$ cat src/rtl/sha1_byte_stream_hash_assert.svh
// Assertion macros shared by the hash block. The clock and reset names are the
// block's own port names.
`ifndef SHA1_BYTE_STREAM_HASH_ASSERT_SVH
`define SHA1_BYTE_STREAM_HASH_ASSERT_SVH

// The consequent must hold in the same cycle as the antecedent.
`define SHA1BS_ASSERT_NOW(lbl, ante, cons, msg) \
    lbl: assert property (@(posedge i_clk) disable iff (!i_rst_n) (ante) |-> (cons)) \
        else $error(msg);

// The consequent must hold in the cycle after the antecedent.
`define SHA1BS_ASSERT_NEXT(lbl, ante, cons, msg) \
    lbl: assert property (@(posedge i_clk) disable iff (!i_rst_n) (ante) |=> (cons)) \
        else $error(msg);

`endif

$ cat src/rtl/sha1bs_pkg.sv
`timescale 1ns / 1ps

package sha1bs_pkg;

    // Geometry of the chaining value and of the message block.
    localparam int CHAIN_WORDS = 5;
    localparam int CHAIN_AW    = $clog2(CHAIN_WORDS);
    localparam int MSG_WORDS   = 16;
    localparam int MSG_AW      = $clog2(MSG_WORDS);
    localparam int ROUNDS      = 80;
    localparam int RIDX_W      = $clog2(ROUNDS);
    localparam int COUNT_W     = 61;

    // Padding constants.
    localparam logic [7:0] PAD_BYTE   = 8'h80;
    localparam logic [5:0] LEN_OFFSET = 6'd56;
    localparam logic [5:0] FILL_LAST  = 6'd63;

    // Round constants.
    localparam logic [31:0] K0 = 32'h5A827999;
    localparam logic [31:0] K1 = 32'h6ED9EBA1;
    localparam logic [31:0] K2 = 32'h8F1BBCDC;
    localparam logic [31:0] K3 = 32'hCA62C1D6;

    // Sequencer states.
    typedef enum logic [2:0] {
        S_IDLE,
        S_PAD,
        S_LOAD,
        S_ROUND,
        S_WB,
        S_ORD,
        S_OWAIT
    } t_state;

    // Controls from the sequencer to the round datapath.
    typedef struct packed {
        logic              shift;
        logic              round;
        logic [RIDX_W-1:0] idx;
    } t_core_ctl;

    // Initial hash value for one chaining word.
    function automatic logic [31:0] f_iv(input logic [CHAIN_AW-1:0] idx);
        logic [31:0] v;
        case (idx)
            3'd0:    v = 32'h67452301;
            3'd1:    v = 32'hEFCDAB89;
            3'd2:    v = 32'h98BADCFE;
            3'd3:    v = 32'h10325476;
            3'd4:    v = 32'hC3D2E1F0;
            default: v = 32'h00000000;
        endcase
        return v;
    endfunction

endpackage

$ cat src/rtl/sha1bs_ram.sv
`timescale 1ns / 1ps

module sha1bs_ram #(
    parameter int WIDTH = 32,
    parameter int DEPTH = 16
) (
    input  logic                     i_clk,
    input  logic                     i_we,
    input  logic [$clog2(DEPTH)-1:0] i_waddr,
    input  logic [WIDTH-1:0]         i_wdata,
    input  logic                     i_re,
    input  logic [$clog2(DEPTH)-1:0] i_raddr,
    output logic [WIDTH-1:0]         o_rdata
);

    logic [WIDTH-1:0] r_mem [DEPTH];
    logic [WIDTH-1:0] r_rdata;

    // One write port and one registered read port.
    always_ff @(posedge i_clk) begin
        if (i_we) begin
            r_mem[i_waddr] <= i_wdata;
        end
        if (i_re) begin
            r_rdata <= r_mem[i_raddr];
        end
    end

    assign o_rdata = r_rdata;

endmodule

$ cat src/rtl/sha1bs_core.sv
`timescale 1ns / 1ps

module sha1bs_core
    import sha1bs_pkg::*;
(
    input  logic        i_clk,
    input  t_core_ctl   i_ctl,
    input  logic [31:0] i_shift_data,
    input  logic [31:0] i_msg_word,
    output logic [31:0] o_head
);

    logic [31:0] r_a, r_b, r_c, r_d, r_e;
    logic [31:0] r_win [MSG_WORDS];
    logic [31:0] w_sched;
    logic [31:0] w_word;
    logic [31:0] w_f;
    logic [31:0] w_k;
    logic [31:0] w_temp;

    // Schedule word: the first sixteen come from the block, the rest from the window.
    always_comb begin
        w_sched = r_win[13] ^ r_win[8] ^ r_win[2] ^ r_win[0];
        if (i_ctl.idx < RIDX_W'(MSG_WORDS)) begin
            w_word = i_msg_word;
        end else begin
            w_word = {w_sched[30:0], w_sched[31]};
        end
    end

    // Round function and constant by round group.
    always_comb begin
        if (i_ctl.idx < RIDX_W'(20)) begin
            w_f = (r_b & r_c) | (~r_b & r_d);
            w_k = K0;
        end else if (i_ctl.idx < RIDX_W'(40)) begin
            w_f = r_b ^ r_c ^ r_d;
            w_k = K1;
        end else if (i_ctl.idx < RIDX_W'(60)) begin
            w_f = (r_b & r_c) | (r_b & r_d) | (r_c & r_d);
            w_k = K2;
        end else begin
            w_f = r_b ^ r_c ^ r_d;
            w_k = K3;
        end
        w_temp = {r_a[26:0], r_a[31:27]} + w_f + r_e + w_k + w_word;
    end

    // Working variables: a round, or a shift toward the head for load and write-back.
    always_ff @(posedge i_clk) begin
        if (i_ctl.round) begin
            r_a <= w_temp;
            r_b <= r_a;
            r_c <= {r_b[1:0], r_b[31:2]};
            r_d <= r_c;
            r_e <= r_d;
        end else if (i_ctl.shift) begin
            r_a <= r_b;
            r_b <= r_c;
            r_c <= r_d;
            r_d <= r_e;
            r_e <= i_shift_data;
        end
    end

    // Sixteen-word schedule window, oldest word at index zero.
    always_ff @(posedge i_clk) begin
        if (i_ctl.round) begin
            for (int i = 0; i < MSG_WORDS - 1; i++) begin
                r_win[i] <= r_win[i+1];
            end
            r_win[MSG_WORDS-1] <= w_word;
        end
    end

    assign o_head = r_a;

endmodule

$ cat src/rtl/sha1_byte_stream_hash.sv
`timescale 1ns / 1ps

// SHA-1 over a byte stream. Each input beat may carry one message byte and the
// end-of-message mark. When a 64-byte block fills, the block stalls its input
// for a compression (reading the chaining memory, 80 rounds at one per cycle
// through one round unit, then read-add-write back). On finish the padding and
// the 64-bit length go through the same byte path at one byte per cycle,
// followed by one or two compressions; the five digest words then leave one at
// a time, word 0 first, each read from the chaining memory, the next only once
// the previous one has been taken. The input is stalled whenever the block is
// not idle.

`include "sha1_byte_stream_hash_assert.svh"

module sha1_byte_stream_hash
    import sha1bs_pkg::*;
(
    input  logic        i_clk,
    input  logic        i_rst_n,
    input  logic        i_valid,
    output logic        o_stall,
    input  logic [7:0]  i_data_byte,
    input  logic        i_has_byte,
    input  logic        i_finish,
    output logic        o_valid,
    input  logic        i_stall,
    output logic [31:0] o_digest_word,
    output logic [2:0]  o_word_index,
    output logic        o_last_word
);

    t_state              r_state, n_state;
    logic [RIDX_W-1:0]   r_cnt, n_cnt;
    logic [5:0]          r_fill, n_fill;
    logic [COUNT_W-1:0]  r_count, n_count;
    logic [23:0]         r_asm, n_asm;
    logic                r_fin, n_fin;
    logic                r_sent80, n_sent80;
    logic                r_len, n_len;
    logic                r_fresh, n_fresh;
    logic [CHAIN_AW-1:0] r_craddr, n_craddr;
    logic [CHAIN_AW-1:0] r_widx, n_widx;
    logic                r_ovalid, n_ovalid;
    logic [31:0]         r_odata, n_odata;
    logic [2:0]          r_oidx, n_oidx;

    logic                c_we, c_re;
    logic [CHAIN_AW-1:0] c_waddr, c_raddr;
    logic [31:0]         c_wdata, c_rdata, chain_rd;
    logic                m_we, m_re;
    logic [MSG_AW-1:0]   m_waddr, m_raddr;
    logic [31:0]         m_wdata, m_rdata;
    t_core_ctl           core_ctl;
    logic [31:0]         core_head;
    logic                put_en;
    logic [7:0]          put_data;
    logic                len_now;
    logic [63:0]         len_shift;
    logic [7:0]          pad_byte;

    // Chaining value and message block memories.
    sha1bs_ram #(.WIDTH(32), .DEPTH(CHAIN_WORDS)) u_chain (
        .i_clk   (i_clk),
        .i_we    (c_we),
        .i_waddr (c_waddr),
        .i_wdata (c_wdata),
        .i_re    (c_re),
        .i_raddr (c_raddr),
        .o_rdata (c_rdata)
    );

    sha1bs_ram #(.WIDTH(32), .DEPTH(MSG_WORDS)) u_msg (
        .i_clk   (i_clk),
        .i_we    (m_we),
        .i_waddr (m_waddr),
        .i_wdata (m_wdata),
        .i_re    (m_re),
        .i_raddr (m_raddr),
        .o_rdata (m_rdata)
    );

    sha1bs_core u_core (
        .i_clk        (i_clk),
        .i_ctl        (core_ctl),
        .i_shift_data (chain_rd),
        .i_msg_word   (m_rdata),
        .o_head       (core_head)
    );

    // Until the first write-back after a digest, the chaining memory reads as the IV.
    assign chain_rd = r_fresh ? f_iv(r_craddr) : c_rdata;

    // Padding byte: the marker, then zeros, then the bit length most significant first.
    always_comb begin
        len_now   = r_sent80 && (r_len || (r_fill == LEN_OFFSET));
        len_shift = {r_count, 3'b000} << {r_fill[2:0], 3'b000};
        if (!r_sent80) begin
            pad_byte = PAD_BYTE;
        end else if (len_now) begin
            pad_byte = len_shift[63:56];
        end else begin
            pad_byte = 8'h00;
        end
    end

    // State register.
    always_ff @(posedge i_clk) begin
        if (!i_rst_n) begin
            r_state <= S_IDLE;
        end else begin
            r_state <= n_state;
        end
    end

    // Next state, memory accesses and datapath controls.
    always_comb begin
        n_state  = r_state;
        n_cnt    = r_cnt;
        n_fill   = r_fill;
        n_count  = r_count;
        n_asm    = r_asm;
        n_fin    = r_fin;
        n_sent80 = r_sent80;
        n_len    = r_len;
        n_fresh  = r_fresh;
        n_craddr = r_craddr;
        n_widx   = r_widx;
        n_ovalid = r_ovalid && i_stall;
        n_odata  = r_odata;
        n_oidx   = r_oidx;
        c_we     = 1'b0;
        c_waddr  = '0;
        c_wdata  = chain_rd + core_head;
        c_re     = 1'b0;
        c_raddr  = '0;
        m_we     = 1'b0;
        m_waddr  = r_fill[5:2];
        m_re     = 1'b0;
        m_raddr  = '0;
        core_ctl = '{shift: 1'b0, round: 1'b0, idx: r_cnt};
        put_en   = 1'b0;
        put_data = i_data_byte;

        case (r_state)
            S_IDLE: begin
                if (i_valid) begin
                    if (i_has_byte) begin
                        put_en  = 1'b1;
                        n_count = r_count + 1'b1;
                    end
                    if (i_finish) begin
                        n_fin = 1'b1;
                    end
                    if (i_has_byte && (r_fill == FILL_LAST)) begin
                        n_state = S_LOAD;
                        n_cnt   = '0;
                    end else if (i_finish) begin
                        n_state = S_PAD;
                    end
                end
            end
            S_PAD: begin
                put_en   = 1'b1;
                put_data = pad_byte;
                if (!r_sent80) begin
                    n_sent80 = 1'b1;
                end else if (len_now) begin
                    n_len = 1'b1;
                end
                if (r_fill == FILL_LAST) begin
                    n_state = S_LOAD;
                    n_cnt   = '0;
                end
            end
            S_LOAD: begin
                if (r_cnt < RIDX_W'(CHAIN_WORDS)) begin
                    c_re    = 1'b1;
                    c_raddr = r_cnt[CHAIN_AW-1:0];
                end
                if (r_cnt != '0) begin
                    core_ctl.shift = 1'b1;
                end
                if (r_cnt == RIDX_W'(CHAIN_WORDS)) begin
                    m_re    = 1'b1;
                    m_raddr = '0;
                    n_cnt   = '0;
                    n_state = S_ROUND;
                end else begin
                    n_cnt = r_cnt + 1'b1;
                end
            end
            S_ROUND: begin
                core_ctl.round = 1'b1;
                if (r_cnt < RIDX_W'(MSG_WORDS - 1)) begin
                    m_re    = 1'b1;
                    m_raddr = r_cnt[MSG_AW-1:0] + 1'b1;
                end
                if (r_cnt == RIDX_W'(ROUNDS - 1)) begin
                    n_cnt   = '0;
                    n_state = S_WB;
                end else begin
                    n_cnt = r_cnt + 1'b1;
                end
            end
            S_WB: begin
                if (r_cnt < RIDX_W'(CHAIN_WORDS)) begin
                    c_re    = 1'b1;
                    c_raddr = r_cnt[CHAIN_AW-1:0];
                end
                if (r_cnt != '0) begin
                    c_we           = 1'b1;
                    c_waddr        = r_cnt[CHAIN_AW-1:0] - 1'b1;
                    core_ctl.shift = 1'b1;
                end
                if (r_cnt == RIDX_W'(CHAIN_WORDS)) begin
                    n_cnt   = '0;
                    n_fresh = 1'b0;
                    if (!r_fin) begin
                        n_state = S_IDLE;
                    end else if (r_len) begin
                        n_state = S_ORD;
                    end else begin
                        n_state = S_PAD;
                    end
                end else begin
                    n_cnt = r_cnt + 1'b1;
                end
            end
            S_ORD: begin
                if (!r_ovalid) begin
                    c_re    = 1'b1;
                    c_raddr = r_widx;
                    n_state = S_OWAIT;
                end
            end
            S_OWAIT: begin
                n_odata  = chain_rd;
                n_ovalid = 1'b1;
                n_oidx   = 3'(r_widx);
                if (r_widx == CHAIN_AW'(CHAIN_WORDS - 1)) begin
                    n_fresh  = 1'b1;
                    n_fill   = '0;
                    n_count  = '0;
                    n_fin    = 1'b0;
                    n_sent80 = 1'b0;
                    n_len    = 1'b0;
                    n_widx   = '0;
                    n_state  = S_IDLE;
                end else begin
                    n_widx  = r_widx + 1'b1;
                    n_state = S_ORD;
                end
            end
            default: begin
                n_state = S_IDLE;
            end
        endcase

        // Byte path: gather four bytes, write the word, wrap the fill index.
        m_wdata = {r_asm, put_data};
        if (put_en) begin
            n_asm  = {r_asm[15:0], put_data};
            n_fill = r_fill + 1'b1;
            if (r_fill[1:0] == 2'b11) begin
                m_we = 1'b1;
            end
        end
        if (c_re) begin
            n_craddr = c_raddr;
        end
    end

    // Control registers.
    always_ff @(posedge i_clk) begin
        if (!i_rst_n) begin
            r_cnt    <= '0;
            r_fill   <= '0;
            r_count  <= '0;
            r_fin    <= 1'b0;
            r_sent80 <= 1'b0;
            r_len    <= 1'b0;
            r_fresh  <= 1'b1;
            r_widx   <= '0;
            r_ovalid <= 1'b0;
        end else begin
            r_cnt    <= n_cnt;
            r_fill   <= n_fill;
            r_count  <= n_count;
            r_fin    <= n_fin;
            r_sent80 <= n_sent80;
            r_len    <= n_len;
            r_fresh  <= n_fresh;
            r_widx   <= n_widx;
            r_ovalid <= n_ovalid;
        end
    end

    // Payload registers.
    always_ff @(posedge i_clk) begin
        r_asm    <= n_asm;
        r_craddr <= n_craddr;
        r_odata  <= n_odata;
        r_oidx   <= n_oidx;
    end

    assign o_stall       = (r_state != S_IDLE);
    assign o_valid       = r_ovalid;
    assign o_digest_word = r_odata;
    assign o_word_index  = r_oidx;
    assign o_last_word   = (r_oidx == 3'(CHAIN_WORDS - 1));

    // A compression starts only when the block has just filled.
    `SHA1BS_ASSERT_NOW(a_load_on_full, (r_state != S_LOAD) && (n_state == S_LOAD), r_fill == FILL_LAST, "compression started on a partial block")
    // A digest word is never loaded over one that is still waiting.
    `SHA1BS_ASSERT_NOW(a_out_free, r_state == S_OWAIT, !r_ovalid, "digest word overwritten")
    // The length bytes belong only to a message that is finishing.
    `SHA1BS_ASSERT_NOW(a_len_fin, r_len, r_fin && r_sent80, "length phase outside finish")
    // After the last digest word the chaining value reads as the IV again.
    `SHA1BS_ASSERT_NEXT(a_iv_back, (r_state == S_OWAIT) && (r_widx == CHAIN_AW'(CHAIN_WORDS - 1)), r_fresh && (r_fill == '0) && (r_count == '0), "state not restored after digest")

endmodule
$ cat config.mk
export PLATFORM = sky130hd
export DESIGN_NAME = sha1_byte_stream_hash
export DESIGN_NICKNAME = d
export VERILOG_FILES = /design/src/rtl/sha1bs_pkg.sv /design/src/rtl/sha1bs_ram.sv /design/src/rtl/sha1bs_core.sv /design/src/rtl/sha1_byte_stream_hash.sv
export VERILOG_INCLUDE_DIRS = /design/src /design/src/rtl
export SDC_FILE = /design/constraint.sdc
export NUM_CORES = 2
export LEC_CHECK = 0
export BUFFER_PORTS_ARGS = -buffer_cell sky130_fd_sc_hd__buf_2
export CELL_PAD_IN_SITES_DETAIL_PLACEMENT = 0
export CELL_PAD_IN_SITES_GLOBAL_PLACEMENT = 2
export CORE_UTILIZATION = 40
export CTS_BUF_LIST = sky130_fd_sc_hd__clkbuf_16
export DETAILED_ROUTE_END_ITERATION = 16
export MAX_ROUTING_LAYER = met4
export PLACE_DENSITY = 0.69
export SYNTH_ARGS = -nofsm -noshare
export SYNTH_HDL_FRONTEND = slang
export SYNTH_HIERARCHICAL = 1
export SYNTH_SLANG_ARGS = --single-unit
$ cat constraint.sdc
create_clock -name i_clk -period 40.2 [get_ports i_clk]
set_input_delay 6.03 -clock i_clk [delete_from_list [all_inputs] [get_ports i_clk]]
set_output_delay 6.03 -clock i_clk [all_outputs]
set_load 0.005 [all_outputs]
# After elaboration in Yosys (flattened, before gate mapping)
# Memory sizes are Yosys's and may differ from the RTL's. A register that Yosys moved wholly into a read port is not among the register bits.
# Cells that the tools add are included.
# classes
n_bitwise	13
mux	88
magnitude_cmp	6
n_addsub	11
reduce_logical	24
eq_ne	30
shift	1
# ops
operator	count
2-to-1 mux 32 bit	17
2-to-1 mux 61 bit	3
adder 32 bit	5
case mux 32 bit (5 select lines)	1
XOR 32 bit	5
AND 32 bit	4
case mux 61 bit (2 select lines)	1
OR 32 bit	3
left shift 64 x 6 -> 64 bit	1
adder 61 x 1 -> 61 bit, second input constant	1
2-to-1 mux 3 bit	16
2-to-1 mux 7 bit	5
NOT 32 bit	1
2-to-1 mux 31 bit	1
case mux 7 bit (4 select lines)	1
2-to-1 mux 1 bit	26
2-to-1 mux 8 bit	3
!= test 2 bit, second input constant	12
case mux 3 bit (7 select lines)	1
== test 3 bit, second input constant	6
2-to-1 mux 6 bit	3
AND reduction 4 bit	4
< comparator 7 x 5 -> 1 bit, second input constant	2
< comparator 7 x 6 -> 1 bit, second input constant	2
other kinds (28)	49
# word_totals
reg_bits	307
input_bits	14
n_memories	3
ram_bits	1184
out_inout_bits	38
# memory_table
name	depth	width	rd	rd_ports_with_merged_regs	write_ports	line	text
u_core.r_win	16	32	16	0	16	sha1bs_core.sv:14	logic [31:0] r_win [MSG_WORDS];
u_msg.r_mem	16	32	1	1	1	sha1bs_ram.sv:16	logic [WIDTH-1:0] r_mem [DEPTH];
u_chain.r_mem	5	32	1	1	1	sha1bs_ram.sv:16	

# Depth between registers and ports, before layout
# depth
ltp_word	11
depth_mapped	21
ltp_nobuf	20

# Hierarchy
# The synthesis kept the hierarchy.
# modules_own_cells
mod	cells_per_inst	instances	area_each_um2
sha1bs_core	1750	1	28974.0
sha1bs_ram at u_msg	838	1	20155.6
sha1_byte_stream_hash	929	1	8688.3
sha1bs_ram at u_chain	381	1	7230.7

# Worst setup path before layout
# OpenSTA, ideal clock, no wires.
# synth_path
path_type	register to register
startpoint	reg r_state[1]
endpoint	reg u_msg.r_rdata[0], in the netlist u_msg/o_rdata[0] (read register of u_msg.r_mem), enable pin
setup_slack_ns	14.174
path_buffers	1
setup_ns	0.466
path_stages_with_launch	7
t_arrival_ns	25.560
cell_sequence	dfxtp_1 clkbuf_1 nand2b_1 nor2_1 nand3b_1 a21o_1 o21ai_0
# synth_via
elab_chain_cells	2
# synth_rtl
element	line	text
start, declared	sha1_byte_stream_hash.sv:32	t_state r_state, n_state;
start signal, assigned	sha1_byte_stream_hash.sv:111	r_state <= n_state;
== test 3 x 2 -> 1 bit	sha1_byte_stream_hash.sv:144	case (r_state)
case mux 1 bit (2 select lines) (*)	sha1_byte_stream_hash.sv:144	
via m_re	sha1_byte_stream_hash.sv:50	logic m_we, m_re;
end, declared	sha1bs_ram.sv:17	logic [WIDTH-1:0] r_rdata;
# Mark *: on every way through the listed nets, which the timed path passes. The rest lies on a longest branch.
# A chain may end at the register's enable or synchronous reset.

# Worst setup path after layout
# layout_path
startpoint	in i_has_byte
endpoint	mem u_msg.r_mem[0][11], enable pin
# layout_via
elab_chain_cells	6
# layout_rtl
element	line	text
start, declared	sha1_byte_stream_hash.sv:23	input logic i_has_byte,
2-to-1 mux 1 bit	sha1_byte_stream_hash.sv:147	if (i_has_byte) begin
2-to-1 mux 1 bit	sha1_byte_stream_hash.sv:146	if (i_valid) begin
case mux 1 bit (2 select lines)	sha1_byte_stream_hash.sv:144	
via put_en	sha1_byte_stream_hash.sv:55	logic put_en;
2-to-1 mux 1 bit	sha1_byte_stream_hash.sv:261	if (put_en) begin
via m_we	sha1_byte_stream_hash.sv:50	
2-to-1 mux 1 bit	sha1bs_ram.sv:21	if (i_we) begin
2-to-1 mux 1 bit (implied by the code)	sha1bs_ram.sv:22	r_mem[i_waddr] <= i_wdata;
end, declared	sha1bs_ram.sv:16	
# The timed path passes the listed nets, and every way through them passes these cells.

==> summary.txt <==
Layout
  – Fraction of final layout cells with drive strength greater than 1: 0.169
  – Number of fillers in the final layout: roughly 14000
  – Synthesis-to-layout area growth: 12.7%
  – Post-layout util: 0.455
  – Nets@finish: roughly 4200

STA
  – Total negative slack: 0 ns
  – Final Max Tran Viols: 0
  – Layout Skew: 0.0336 ns
  – Final Cycle Share: 0.226
  – Actual transition at the worst max-transition pin: roughly 1.2 ns
  – Final setup vio count: 0
  – Fmax: 110 MHz
  – Setup repair after global routing missed its margin: false
  – Time the final worst path needs with I/O delays and setup: 9.10 ns
  – Worst relative slew slack: 0.187
  – Number of failing hold endpoints at the final stage: 0

CTS
  – Root Buffer: clkbuf_16
  – Total clock buffers created by CTS: 160
  – # clock sinks: 1555
  – CTS resizes: 0
  – Number of buffers added for setup after CTS: 0
  – Clock tree from TritonCTS: yes
  – Longest Clk Path Bufs: 3
  – Clock-pin slew of the registers on the worst-case setup and hold paths: around 0.060 ns
  – H-tree depth: 4
  – Clock latency reported for the late side of the worst-skew pair: 0.80 ns
  – Post-cts hold buffer count: 0

Worst setup path
  – Worst reg2reg path startpoint: r_cnt[2]
  – Worst path arrival time: 9.53 ns
  – Largest fanout of any net on the critical path: 29
  – Maximum single-stage delay on the critical path: 0.86 ns
  – Cell chain of the critical path: buf_2 > nand2_1 > nor2_1 > a21oi_1 > inv_1 > and2_1 > or3b_2 > nor3_2 > buf_4
  – Reg2reg end: u_core/o_head[23]
  – Critical Path Sink Type: flop
  – Critical path's slowest cell: inv_1
  – Depth of the worst register-to-register path: 21
  – Worst Setup Path Type: in2reg
  – Data required time of the worst path: approximately 41 ns
  – Startpoint types: primary input
  – Setup slack of the worst register-to-register path: ~34 ns

Power
  – Switching power: roughly 1.1 mW
  – Total power of the final layout: 4.10 mW
  – Total internal power: between 2 and 3 mW
  – Combinational cell fraction of total power: 0.157
  – Share of total power consumed by net switching: 0.271
  – Clock share of power: 0.357
  – Ratio of total power to cell area: ~56 nW/um^2
  – Worst ir drop on vdd: 0.0000418 V
  – Lkg Pwr: approximately 25 nW
  – Seq pwr share: 0.486

Placed design
  – HPWL after detailed placement: 89900 um
  – Placer's final routability congestion estimate: between 0.8 and 0.9
  – IO Port Bufs: 51

Detailed routing
  – Count of routing violations after the opening detailed-route iteration: 2511
  – Total iterations of the first detailed-routing run: 7
  – Wire length reported by the detailed router: 143000 um
  – Number of remaining DRC errors: 0
  – Detail-routed net length per standard cell: between 20 and 25 um
  – Remaining antenna violation count: 0
  – Via density per instance: 5.16
  – Total via count in the routed design: 32600

Global route
  – Vias in the first global route: 32700
  – Pin count of the biggest net entering global routing: 187
  – Overflow after GRT: 0
  – Global Route Usage Sum: 0.181
  – Number of antenna violations at the first check in global routing: 1
  – Global-route wire length before repair: 214000 um

Run status
  – Status: finished clean

Logic synthesis
  – Most instantiated library cell after synthesis: edfxtp_1
  – Area leader, netlist: edfxtp_1
  – Avg Cell Area, Syn: 16.7 um^2
  – Register area share after synthesis: 0.705
  – Flip-flop and latch count after synthesis: 1555
  – FFs w/ async S/R, synth: 0
  – Ranking of synthesized cells by area: edfxtp_1 68%, mux4_2 4.9%, fa_1 3.7%
  – Post-Syn Nets: 4111
  – Number of distinct library cells after synthesis: a little over 90
  – Leading post-synthesis cells by instance count: 1470 x edfxtp_1, 302 x inv_1, 199 x nand2_1
  – Number of warnings issued by yosys: 6
  – Portion of synthesized cell area occupied by the leading cell type: 0.679
  – Main synth FF type: edfxtp_1
  – Number of enable flip-flop cells after synthesis: 1470
  – Syn Inst Count: 3898
  – Area of the mapped netlist: between 60000 and 70000 um^2

Min path
  – Worst-case hold path end point: u_core/r_win[1][22]
  – Class of the tightest hold or removal check: reg2reg
  – Worst Min Path Start: u_core/r_win[1][54]
  – Hold depth: 0

Floorplan
  – Die span in y: just over 400 um
  – Die ar.: about 160000 um^2
  – Die extent in x: between 400 and 500 um
  – I/O pins: between 50 and 60
  – Floorplan row count: 147
  – Core area: 161000 um^2
  – Initial core utilization: 0.404

Flow run
  – Max-cap viol count: 0
-- through the flow --
stage	instances	setup WS (ns)	hold slack [ns]	cell area (um^2)
6_report	6321	31.10	0.405	73300
5_1_grt	6320	30.85	0.417	73300
4_1_cts	6320	31.11	0.409	73300
3_5_place_dp	6032	30.29	0.405	68100
3_3_place_gp	6032	30.30	0.400	68100
2_1_floorplan	3898	14.17	0.400	65000
-- state kept, by name, indices dropped and copies added (netlist names), 61 cells and up --
signal,flops
u_core/r_win,512
u_msg/r_mem,512
r_count,61
u_chain/r_mem,160
-- cells by family (layout without fill, tap and decap cells) --
kind of cell / Yosys count / in the layout / share of synthesized area
xor+xnor: 212 / 212 / 0.0285
buf+inv: 450 / 712 / 0.0285
fa+ha+maj: 199 / 199 / 0.0522
simple gates: 613 / 613 / 0.0468
flops: 1555 / 1555 / 0.705
compound gates: 539 / 539 / 0.0590
mux: 330 / 330 / 0.0802
other cells: 0 / 1 / 0
-- power by group through the flow --
stage	clock network [mW]	registers, mW	logic, mW
6_report	1.46	1.99	0.646
3_3_place_gp	0	2.02	0.651
5_1_grt	1.57	2.00	0.725
4_1_cts	1.51	1.99	0.656
2_1_floorplan	0	2.00	0.462
3_5_place_dp	0	2.03	0.652
-- metal layers --
layer,vias up,share of wire,global-route usage
li1,15000,-,-
met1,16900,0.48,0.261
met2,550,0.46,0.271
met3,155,0.041,0.0281
met4,0,0.016,0.0409
met5,-,0,-
-- worst max-delay path, delay by kind of cell --
kind / cells / cell delay [ns]
AOI/OAI and AO/OA: 1 / 0.16
and+or+nand+nor: 5 / 1.86
buffers and inverters: 3 / 1.43
-- cells in the final DEF, fill, tap and decap left out, types with 64 or more instances in the layout --
master and count:
nor2_1 132, a21oi_1 70, dfxtp_1 85, mux2_2 116, xnor2_1 161, o21ai_0 115
nand2_1 198, buf_4 64, edfxtp_1 1470, ha_1 78, fa_1 121, clkbuf_16 162
inv_1 333, mux4_2 141, a22oi_1 64, mux2i_1 72
-- cell type report --
type / count / area, um^2 / share of cell area
multi-input combinational: 1893 / 17600 / 0.240
clock buffer: 162 / 4050 / 0.0553
clock inverter: 126 / 1150 / 0.0157
sequential: 1555 / 45800 / 0.626
tap: 2160 / 2700 / 0.0369
timing repair buffer: 117 / 776 / 0.0106
antenna: 1 / 2.50 / 0.0000341
inverter: 307 / 1150 / 0.0157
-- worst max-delay path by stage --
| stage | slack [ns] | start | end |
|---|---|---|---|
| final | 31.10 | i_has_byte | u_msg/r_mem[0][11] |
| after global routing | 30.85 | i_valid | u_msg/r_mem[0][9] |
| after global placement | 30.30 | i_valid | u_msg/r_mem[2][27] |
| after detailed placement | 30.29 | i_valid | u_msg/r_mem[0][22] |
| after floorplan | 14.17 | r_state[1] | u_msg/o_rdata[0] |
| after CTS | 31.11 | i_valid | u_msg/r_mem[0][9] |
No activity file was read; power rests on OpenSTA's default activity.
